<file path="src/rtl/handle_slot_pool_assert.svh">
// Assertion macros shared by the handle slot pool RTL.
// Depends on a clock named clk and an active-low reset named arst_n in the using scope.
`ifndef HANDLE_SLOT_POOL_ASSERT_SVH
`define HANDLE_SLOT_POOL_ASSERT_SVH
`ifndef SYNTHESIS
// The condition holds at every clock edge outside reset.
`define HSP_ASSERT_ALWAYS(lbl, cond, msg) \
	lbl: assert property (@(posedge clk) disable iff (!arst_n) (cond)) else $error(msg);
// The consequent holds in the same cycle as the antecedent.
`define HSP_ASSERT_IMPL(lbl, ante, cons, msg) \
	lbl: assert property (@(posedge clk) disable iff (!arst_n) (ante) |-> (cons)) else $error(msg);
// The consequent holds in the cycle after the antecedent.
`define HSP_ASSERT_NEXT(lbl, ante, cons, msg) \
	lbl: assert property (@(posedge clk) disable iff (!arst_n) (ante) |=> (cons)) else $error(msg);
`else
`define HSP_ASSERT_ALWAYS(lbl, cond, msg)
`define HSP_ASSERT_IMPL(lbl, ante, cons, msg)
`define HSP_ASSERT_NEXT(lbl, ante, cons, msg)
`endif
`endif

</file>
<file path="src/rtl/hsp_pkg.sv">
// Package for the handle slot pool: payload structs, operation and status codes, defaults.
// No dependencies.
package hsp_pkg;

	localparam int unsigned MH_W       = 4;
	localparam int unsigned HANDLE_W   = 3;
	localparam int unsigned MAX_SEARCH = (1 << MH_W) - 1;
	localparam int unsigned HANDLE_MAX = 1 << HANDLE_W;

	localparam logic [MH_W-1:0] MAX_HANDLES_RESET = 4'd8;

	localparam logic [2:0] OP_ALLOC  = 3'd0;
	localparam logic [2:0] OP_FREE   = 3'd1;
	localparam logic [2:0] OP_SET    = 3'd2;
	localparam logic [2:0] OP_GET    = 3'd3;
	localparam logic [2:0] OP_COMMIT = 3'd4;

	localparam logic [1:0] ST_OK        = 2'd0;
	localparam logic [1:0] ST_NONE_FREE = 2'd1;
	localparam logic [1:0] ST_BAD_SLOT  = 2'd2;

	localparam logic signed [31:0] DEFAULT_A = 32'sd31;
	localparam logic signed [31:0] DEFAULT_B = 32'sd100;
	localparam logic signed [31:0] DEFAULT_C = 32'sd0;

	typedef struct packed {
		logic [2:0]         op;
		logic [2:0]         handle;
		logic signed [31:0] value_a;
		logic signed [31:0] value_b;
		logic signed [31:0] value_c;
	} hsp_in_t;

	typedef struct packed {
		logic [1:0]         status;
		logic [2:0]         slot;
		logic signed [31:0] out_a;
		logic signed [31:0] out_b;
		logic signed [31:0] out_c;
		logic               pending;
		logic [3:0]         used_count;
	} hsp_out_t;

	typedef struct packed {
		logic            found;
		logic [MH_W-1:0] index;
	} hsp_search_t;

endpackage

</file>
<file path="src/rtl/hsp_first_free.sv">
// Lowest-free-slot priority encoder for the handle slot pool.
// Depends on hsp_pkg.
module hsp_first_free import hsp_pkg::*; #(
	parameter int unsigned SEARCH = 8
) (
	input  logic [SEARCH-1:0] used,
	input  logic [MH_W-1:0]   limit,
	output hsp_search_t       search
);

	// Scanning from the top down leaves the lowest eligible slot in the result.
	always_comb begin
		search = '0;
		for (int i = int'(SEARCH) - 1; i >= 0; i--) begin
			if (!used[i] && (MH_W'(i) < limit)) begin
				search.found = 1'b1;
				search.index = MH_W'(i);
			end
		end
	end

endmodule

</file>
<file path="src/rtl/hsp_core.sv">
// Slot state and operation logic of the handle slot pool.
// Depends on hsp_pkg, hsp_first_free and handle_slot_pool_assert.svh.
`include "handle_slot_pool_assert.svh"
module hsp_core import hsp_pkg::*; #(
	parameter int unsigned SLOTS = 8
) (
	input  logic            clk,
	input  logic            arst_n,
	input  logic            fire,
	input  hsp_in_t         item,
	input  logic [MH_W-1:0] max_handles,
	output hsp_out_t        result
);

	// Only slots below the search ceiling can ever be granted, and only the
	// addressable ones need parameters and a pending flag.
	localparam int unsigned SEARCH = (SLOTS < MAX_SEARCH) ? SLOTS : MAX_SEARCH;
	localparam int unsigned NSTORE = (SLOTS < HANDLE_MAX) ? SLOTS : HANDLE_MAX;

	logic [SEARCH-1:0]  used_q;
	logic [NSTORE-1:0]  pend_q;
	logic signed [31:0] a_q [NSTORE];
	logic signed [31:0] b_q [NSTORE];
	logic signed [31:0] c_q [NSTORE];
	logic [3:0]         count_q;

	hsp_search_t        srch;
	logic               handle_ok;
	logic               op_known;
	logic               sel_used;
	logic               sel_pend;
	logic               alloc_pend;
	logic signed [31:0] sel_a;
	logic signed [31:0] sel_b;
	logic signed [31:0] sel_c;
	logic               alloc_go;
	logic               free_go;
	logic               set_go;
	logic               commit_go;
	logic [3:0]         count_d;

	hsp_first_free #(.SEARCH(SEARCH)) u_first_free (
		.used   (used_q),
		.limit  (max_handles),
		.search (srch)
	);

	always_comb begin
		handle_ok  = (int'(item.handle) < int'(SLOTS));
		op_known   = (item.op <= OP_COMMIT);
		sel_used   = 1'b0;
		sel_pend   = 1'b0;
		alloc_pend = 1'b0;
		sel_a      = '0;
		sel_b      = '0;
		sel_c      = '0;
		for (int i = 0; i < int'(SEARCH); i++) begin
			if ({1'b0, item.handle} == MH_W'(i)) begin
				sel_used = used_q[i];
			end
		end
		for (int i = 0; i < int'(NSTORE); i++) begin
			if (item.handle == HANDLE_W'(i)) begin
				sel_pend = pend_q[i];
				sel_a    = a_q[i];
				sel_b    = b_q[i];
				sel_c    = c_q[i];
			end
			if (srch.index == MH_W'(i)) begin
				alloc_pend = pend_q[i];
			end
		end

		alloc_go  = fire && (item.op == OP_ALLOC) && srch.found;
		free_go   = fire && handle_ok && (item.op == OP_FREE) && sel_used;
		set_go    = fire && handle_ok && (item.op == OP_SET);
		commit_go = fire && handle_ok && (item.op == OP_COMMIT);

		count_d = count_q;
		if (alloc_go) begin
			count_d = count_q + 4'd1;
		end else if (free_go && (count_q != 4'd0)) begin
			count_d = count_q - 4'd1;
		end

		result            = '0;
		result.status     = ST_OK;
		result.slot       = item.handle;
		result.used_count = count_d;
		if (item.op == OP_ALLOC) begin
			if (srch.found) begin
				result.slot    = srch.index[HANDLE_W-1:0];
				result.pending = alloc_pend;
			end else begin
				result.status = ST_NONE_FREE;
				result.slot   = '0;
			end
		end else if (!op_known || !handle_ok) begin
			result.status = ST_BAD_SLOT;
		end else begin
			result.pending = sel_pend;
			case (item.op)
				OP_FREE: begin
					if (!sel_used) begin
						result.status = ST_BAD_SLOT;
					end
				end
				OP_GET, OP_COMMIT: begin
					result.out_a = sel_a;
					result.out_b = sel_b;
					result.out_c = sel_c;
				end
				default: begin
				end
			endcase
		end
	end

	always_ff @(posedge clk or negedge arst_n) begin
		if (!arst_n) begin
			used_q  <= '0;
			pend_q  <= '0;
			count_q <= '0;
			for (int i = 0; i < int'(NSTORE); i++) begin
				a_q[i] <= '0;
				b_q[i] <= '0;
				c_q[i] <= '0;
			end
		end else begin
			count_q <= count_d;
			for (int i = 0; i < int'(SEARCH); i++) begin
				if (alloc_go && (srch.index == MH_W'(i))) begin
					used_q[i] <= 1'b1;
				end else if (free_go && ({1'b0, item.handle} == MH_W'(i))) begin
					used_q[i] <= 1'b0;
				end
			end
			for (int i = 0; i < int'(NSTORE); i++) begin
				if (alloc_go && (srch.index == MH_W'(i))) begin
					pend_q[i] <= 1'b1;
					a_q[i]    <= DEFAULT_A;
					b_q[i]    <= DEFAULT_B;
					c_q[i]    <= DEFAULT_C;
				end else if (set_go && (item.handle == HANDLE_W'(i))) begin
					pend_q[i] <= 1'b1;
					a_q[i]    <= item.value_a;
					b_q[i]    <= item.value_b;
					c_q[i]    <= item.value_c;
				end else if (commit_go && (item.handle == HANDLE_W'(i))) begin
					pend_q[i] <= 1'b0;
				end
			end
		end
	end

	`HSP_ASSERT_ALWAYS(a_count_matches_used, $countones(used_q) == int'(count_q), "count out of step with used slots")
	`HSP_ASSERT_NEXT(a_alloc_raises_count, alloc_go, count_q == 4'($past(count_q) + 4'd1), "allocate did not raise count")

endmodule

</file>
<file path="src/rtl/handle_slot_pool.sv">
// Top level of the handle slot pool: input stage, result stage and configuration register.
// Depends on hsp_pkg, hsp_core and handle_slot_pool_assert.svh.
`include "handle_slot_pool_assert.svh"

// The handle slot pool manages SLOTS handles, each with three signed 32-bit
// parameters and a pending-change flag. Every transfer on the input channel is
// one operation (allocate, free, set, get or commit) and yields exactly one
// result transfer, in order. An operation is captured in the input stage, is
// carried out on the slot state by combinational logic as it moves into the
// result stage, and is presented on the output from the result stage register.
// One operation is taken every cycle while the output side is not stalling;
// the first-free priority encoder and the slot update are combinational, and
// the slot state is registered as each operation moves on, so each operation
// sees all the changes of the one before it. When the result stage holds an
// untaken result, the input stage keeps its operation and stall is raised on
// the input side. The max_handles register (reset 8) limits allocate to the
// lowest slots; write it only while no operation is in flight. Slots past the
// addressable handle range can be granted when SLOTS and max_handles allow it,
// but cannot be freed afterwards.
module handle_slot_pool import hsp_pkg::*; #(
	parameter int unsigned SLOTS = 8
) (
	input  logic            clk,
	input  logic            arst_n,
	input  logic            in_valid,
	output logic            in_stall,
	input  hsp_in_t         in_data,
	output logic            out_valid,
	input  logic            out_stall,
	output hsp_out_t        out_data,
	input  logic            cfg_wr_en,
	input  logic [MH_W-1:0] cfg_wr_data
);

	logic            valid_s1;
	hsp_in_t         item_s1;
	logic            valid_s2;
	hsp_out_t        data_s2;
	logic [MH_W-1:0] max_handles_q;
	logic            adv;
	logic            fire;
	hsp_out_t        result;

	// The result stage can take a new result when it is empty or being drained.
	assign adv      = !valid_s2 || !out_stall;
	assign fire     = valid_s1 && adv;
	assign in_stall = valid_s1 && !adv;

	assign out_valid = valid_s2;
	assign out_data  = data_s2;

	always_ff @(posedge clk or negedge arst_n) begin
		if (!arst_n) begin
			max_handles_q <= MAX_HANDLES_RESET;
		end else if (cfg_wr_en) begin
			max_handles_q <= cfg_wr_data;
		end
	end

	always_ff @(posedge clk or negedge arst_n) begin
		if (!arst_n) begin
			valid_s1 <= 1'b0;
			valid_s2 <= 1'b0;
		end else begin
			if (!in_stall) begin
				valid_s1 <= in_valid;
			end
			if (adv) begin
				valid_s2 <= valid_s1;
			end
		end
	end

	// Payload stages carry no reset; their valid bits qualify them.
	always_ff @(posedge clk) begin
		if (!in_stall && in_valid) begin
			item_s1 <= in_data;
		end
		if (fire) begin
			data_s2 <= result;
		end
	end

	hsp_core #(.SLOTS(SLOTS)) u_core (
		.clk         (clk),
		.arst_n      (arst_n),
		.fire        (fire),
		.item        (item_s1),
		.max_handles (max_handles_q),
		.result      (result)
	);

	`HSP_ASSERT_IMPL(a_stall_needs_item, in_stall, valid_s1, "input stalled with an empty input stage")
	`HSP_ASSERT_NEXT(a_s1_holds, valid_s1 && !adv, valid_s1 && (item_s1 == $past(item_s1)), "held operation changed")

endmodule

</file>
<file path="config.mk">
export PLATFORM = sky130hd
export DESIGN_NAME = handle_slot_pool
export DESIGN_NICKNAME = d
export VERILOG_FILES = /design/src/rtl/hsp_pkg.sv /design/src/rtl/hsp_first_free.sv /design/src/rtl/hsp_core.sv /design/src/rtl/handle_slot_pool.sv
export VERILOG_INCLUDE_DIRS = /design/src /design/src/rtl
export SDC_FILE = /design/constraint.sdc
export NUM_CORES = 2
export LEC_CHECK = 0
export BUFFER_PORTS_ARGS = -buffer_cell sky130_fd_sc_hd__buf_2
export CAP_MARGIN = 5
export CELL_PAD_IN_SITES_DETAIL_PLACEMENT = 0
export CELL_PAD_IN_SITES_GLOBAL_PLACEMENT = 1
export CORE_MARGIN = 5
export CORE_UTILIZATION = 48
export CTS_CLUSTER_SIZE = 12
export DETAILED_ROUTE_END_ITERATION = 12
export GPL_ROUTABILITY_DRIVEN = 0
export PLACE_DENSITY_LB_ADDON = 0.1
export SLEW_MARGIN = 20
export SYNTH_ARGS = -nofsm -noshare
export SYNTH_HDL_FRONTEND = slang
export SYNTH_SLANG_ARGS = --single-unit
</file>
<file path="constraint.sdc">
create_clock -name clk -period 5.24 [get_ports clk]
set_input_delay 0 -clock clk [delete_from_list [all_inputs] [get_ports clk]]
set_output_delay 0 -clock clk [all_outputs]
set_load 0.005 [all_outputs]
</file>
==> impl_metrics.tcl <==
set metrics [dict create \
    finalHoldViolCount 0 \
    grt_first_pass_wirelength_microns 233200 \
    io_buffers 218 \
    synth_most_common_cell "nand2_1" \
    vias_per_cell 5.918 \
    synthTopCellsByArea "dfrtp_1, edfxtp_1, nand2_1" \
    nets 4901 \
    ctsRootBufferMaster "clkbuf_16" \
    synthesis.area_sq_mm 0.04475 \
    syn-mean-instance-area_sq_um 9.611 \
    tns_ns 0 \
    clkPwrFrac 0.374 \
    status "complete, no violations" \
    postCtsSetupBuffers 0 \
    finalPower_mw 20.33 \
    pwr-share-comb 0.136 \
    cts_buffers 108 \
    die_w_microns 315.3 \
    period_needed_ns 3.373 \
    leakage_nw 21.68 \
    pin_count 219 \
    cp-end-kind "register" \
    drv_slew 0 \
    skew_ns 0.02354 \
    hold_class "in -> reg" \
    async_reset_ff_frac 0.7924 \
    ys_ff_latch 1002 \
    synth_commonest_cells "nand2_1, dfrtp_1, a21oi_1, clkbuf_1, edfxtp_1" \
    sw_frac_of_total 0.2715 \
    grt_pass1_vias 35896 \
    place_hpwl_microns 81090 \
    initial_utilization 0.4816 \
    cts_tree "done" \
    antenna_found_initial 4 \
    synth.net_count 4769 \
    drtIter0Drc 3996 \
    vias 36324 \
    internal_power_mw 14.81 \
    die_area_sq_mm 0.09943 \
    power_switching_mw 5.519 \
    post-route-period-util 0.6437 \
    dr.pass1.iters 5 \
    ir_drop_mv 0.3475 \
    grt_use_total 0.3057 \
    critPathArrivalTime_ns 3.98 \
    antenna_left 0 \
    crit_required_ns 5.85 \
    worst_pin_slew_ns 1.141 \
    drcViolationCount 0 \
    drive_gt1_frac 0.1186 \
    multi_input_area_sq_mm 0.01665 \
    ctsResizeCount 0 \
    synth_edf_count 208 \
    avgRoutedWirePerCell_microns 25.02 \
    cellPowerDensity_mw_per_mm2 392.7 \
    areaGrowthSynthToFinish_pct 15.68 \
    slew_headroom 0.2394 \
    yosys.area.top_type "dfrtp_1" \
    drt-total-wl_microns 153600 \
    clock_path_buffers 3 \
    maxCapViolations 0 \
    synth_cell_types 57 \
    rsz0062_at_grt "false" \
    syn_inst 4656 \
    synth_top_area_frac 0.4435 \
    fillers 8266 \
    fp.dieH_microns 315.3 \
    rows 112 \
    yosysSeqAreaShare 0.5836 \
    overflow 0 \
    clock.fmax_ghz 0.2965 \
    path_clk_slew_ns 0.07 \
    grt_start_max_net_pins 154 \
    critPathLaunchType "register" \
    critPathMaxFanout 88 \
    setup-violations-final 0 \
    cts.sinks 1002 \
    clk_latency_ns 0.70 \
    power_frac_seq 0.490 \
    cts-htree-levels 3 \
    yosys_warnings 0 \
    coreArea_sq_mm 0.09291 \
    ys.flop_type "dfrtp_1" \
    seq_area_sq_mm 0.02612 \
    path_class "reg -> reg" \
]
registers in the layout (all words and copies together) (netlist names):
| name | cells |
|---|---|
| u_core.a_q | 256 |
| u_core.pend_q | 8 |
| valid_s1 | 1 |
| out_data | 106 |
| max_handles_q | 4 |
| u_core.c_q | 256 |
| u_core.used_q | 8 |
| u_core.b_q | 256 |
| item_s1 | 102 |
| out_valid | 1 |
| u_core.count_q | 4 |
what timing repair did:
item,in CTS,in global routing
endpoints found under the hold margin,194,0
hold buffers,193,0
endpoints found under the setup margin,0,0
final timing paths:
| kind | start | endpoint | slack, ns | cells after the start |
|---|---|---|---|---|
| worst max-delay path | item_s1[96] | u_core.b_q[123] | 1.87 | 6 |
| worst min-delay path | in_data[62] | item_s1[62] | 0.03 | 2 |
| worst max register to register | item_s1[96] | u_core.b_q[123] | 1.87 | 6 |
| worst min register to register | valid_s1 | out_valid | 0.48 | 1 |
| max in group asynchronous | arst_n | u_core.b_q[7] | 3.71 | 4 |
| min in group asynchronous | arst_n | u_core.a_q[33] | 0.34 | 3 |
cells by family after synthesis:
| group | synth area share |
|---|---|
| and+or+nand+nor | 0.1627 |
| adders and majority gates | 0.0005591 |
| muxes | 0.04552 |
| xor gates and xnor gates | 0.0001958 |
| DFF | 0.5836 |
| AOI/OAI and AO/OA | 0.1575 |
| buffers and inverters | 0.04983 |
critical path, cell delays in order (launching register included):
cell      delay, ns
edfxtp_1       0.65
buf_12         0.56
nand2b_1       0.36
nand2b_4       0.92
buf_4          0.48
nand2_1        0.09
a21oi_1        0.15
through the flow:
stage | setup slack (ns) | hold WS [ns] | instances | cell area, sq um | util
detailed placement | 1.926 | 0.1088 | 5739 | 46320 | 0.4985
CTS | 1.895 | 0.0001699 | 6137 | 51760 | 0.5571
global placement | 1.939 | 0.1189 | 5739 | 46320 | 0.4985
finish | 1.867 | 0.03425 | 6138 | 51760 | 0.5571
global route | 1.668 | 0.004470 | 6137 | 51760 | 0.5571
floorplan | 0.5255 | -0.2956 | 4656 | 44750 | -
placed cells by master, fill, tap and decap left out, types with 6 or more instances in the layout:
| cell | netlist | final |
|---|---|---|
| dfrtp_1 | 793 | 793 |
| nor2_4 | 0 | 8 |
| a221o_1 | 70 | 70 |
| nor2_1 | 124 | 116 |
| buf_4 | 80 | 58 |
| mux2_2 | 10 | 10 |
| buf_2 | 92 | 217 |
| o221ai_1 | 72 | 72 |
| nand3_4 | 0 | 6 |
| clkbuf_1 | 255 | 43 |
| clkbuf_16 | 0 | 111 |
| edfxtp_1 | 208 | 208 |
| clkinv_2 | 0 | 13 |
| mux2i_1 | 28 | 28 |
| dlygate4sd3_1 | 0 | 192 |
| o31ai_1 | 6 | 6 |
| a22o_1 | 27 | 26 |
| buf_12 | 0 | 20 |
| o211ai_1 | 24 | 24 |
| nand2_1 | 1608 | 1605 |
| clkinv_1 | 0 | 9 |
| mux4_2 | 73 | 73 |
| nand3_1 | 87 | 81 |
| a21oi_1 | 758 | 758 |
| a211oi_1 | 71 | 71 |
| inv_1 | 10 | 7 |
| o21ai_0 | 138 | 138 |
| clkbuf_8 | 0 | 21 |
area by class of cell:
| type | count | area share |
|---|---|---|
| Sequential cell | 1002 | 0.5045 |
| Multi-Input combinational cell | 3177 | 0.3217 |
| Timing Repair Buffer | 489 | 0.07508 |
| Clock buffer | 175 | 0.06236 |
| Tap cell | 1254 | 0.03031 |
| Clock inverter | 30 | 0.005173 |
| Inverter | 10 | 0.0008460 |
| Antenna cell | 1 | 0.00004834 |
power groups by stage:
stage / clock network (mW) / logic (mW) / registers, mW
after floorplan: 0 / 1.98 / 9.75
after global placement: 0 / 2.60 / 10.0
after detailed placement: 0 / 2.65 / 10.1
after CTS: 7.72 / 2.78 / 9.93
after global routing: 8.06 / 3.11 / 10.1
final: 7.60 / 2.77 / 9.95
metal layers:
layer | wire, microns | track usage
met1 | 66520 | 0.4401
met2 | 72860 | 0.4962
met3 | 10900 | 0.04549
met4 | 3267 | 0.07291
met5 | 12 | 0
No activity file was read; power rests on OpenSTA's default activity.
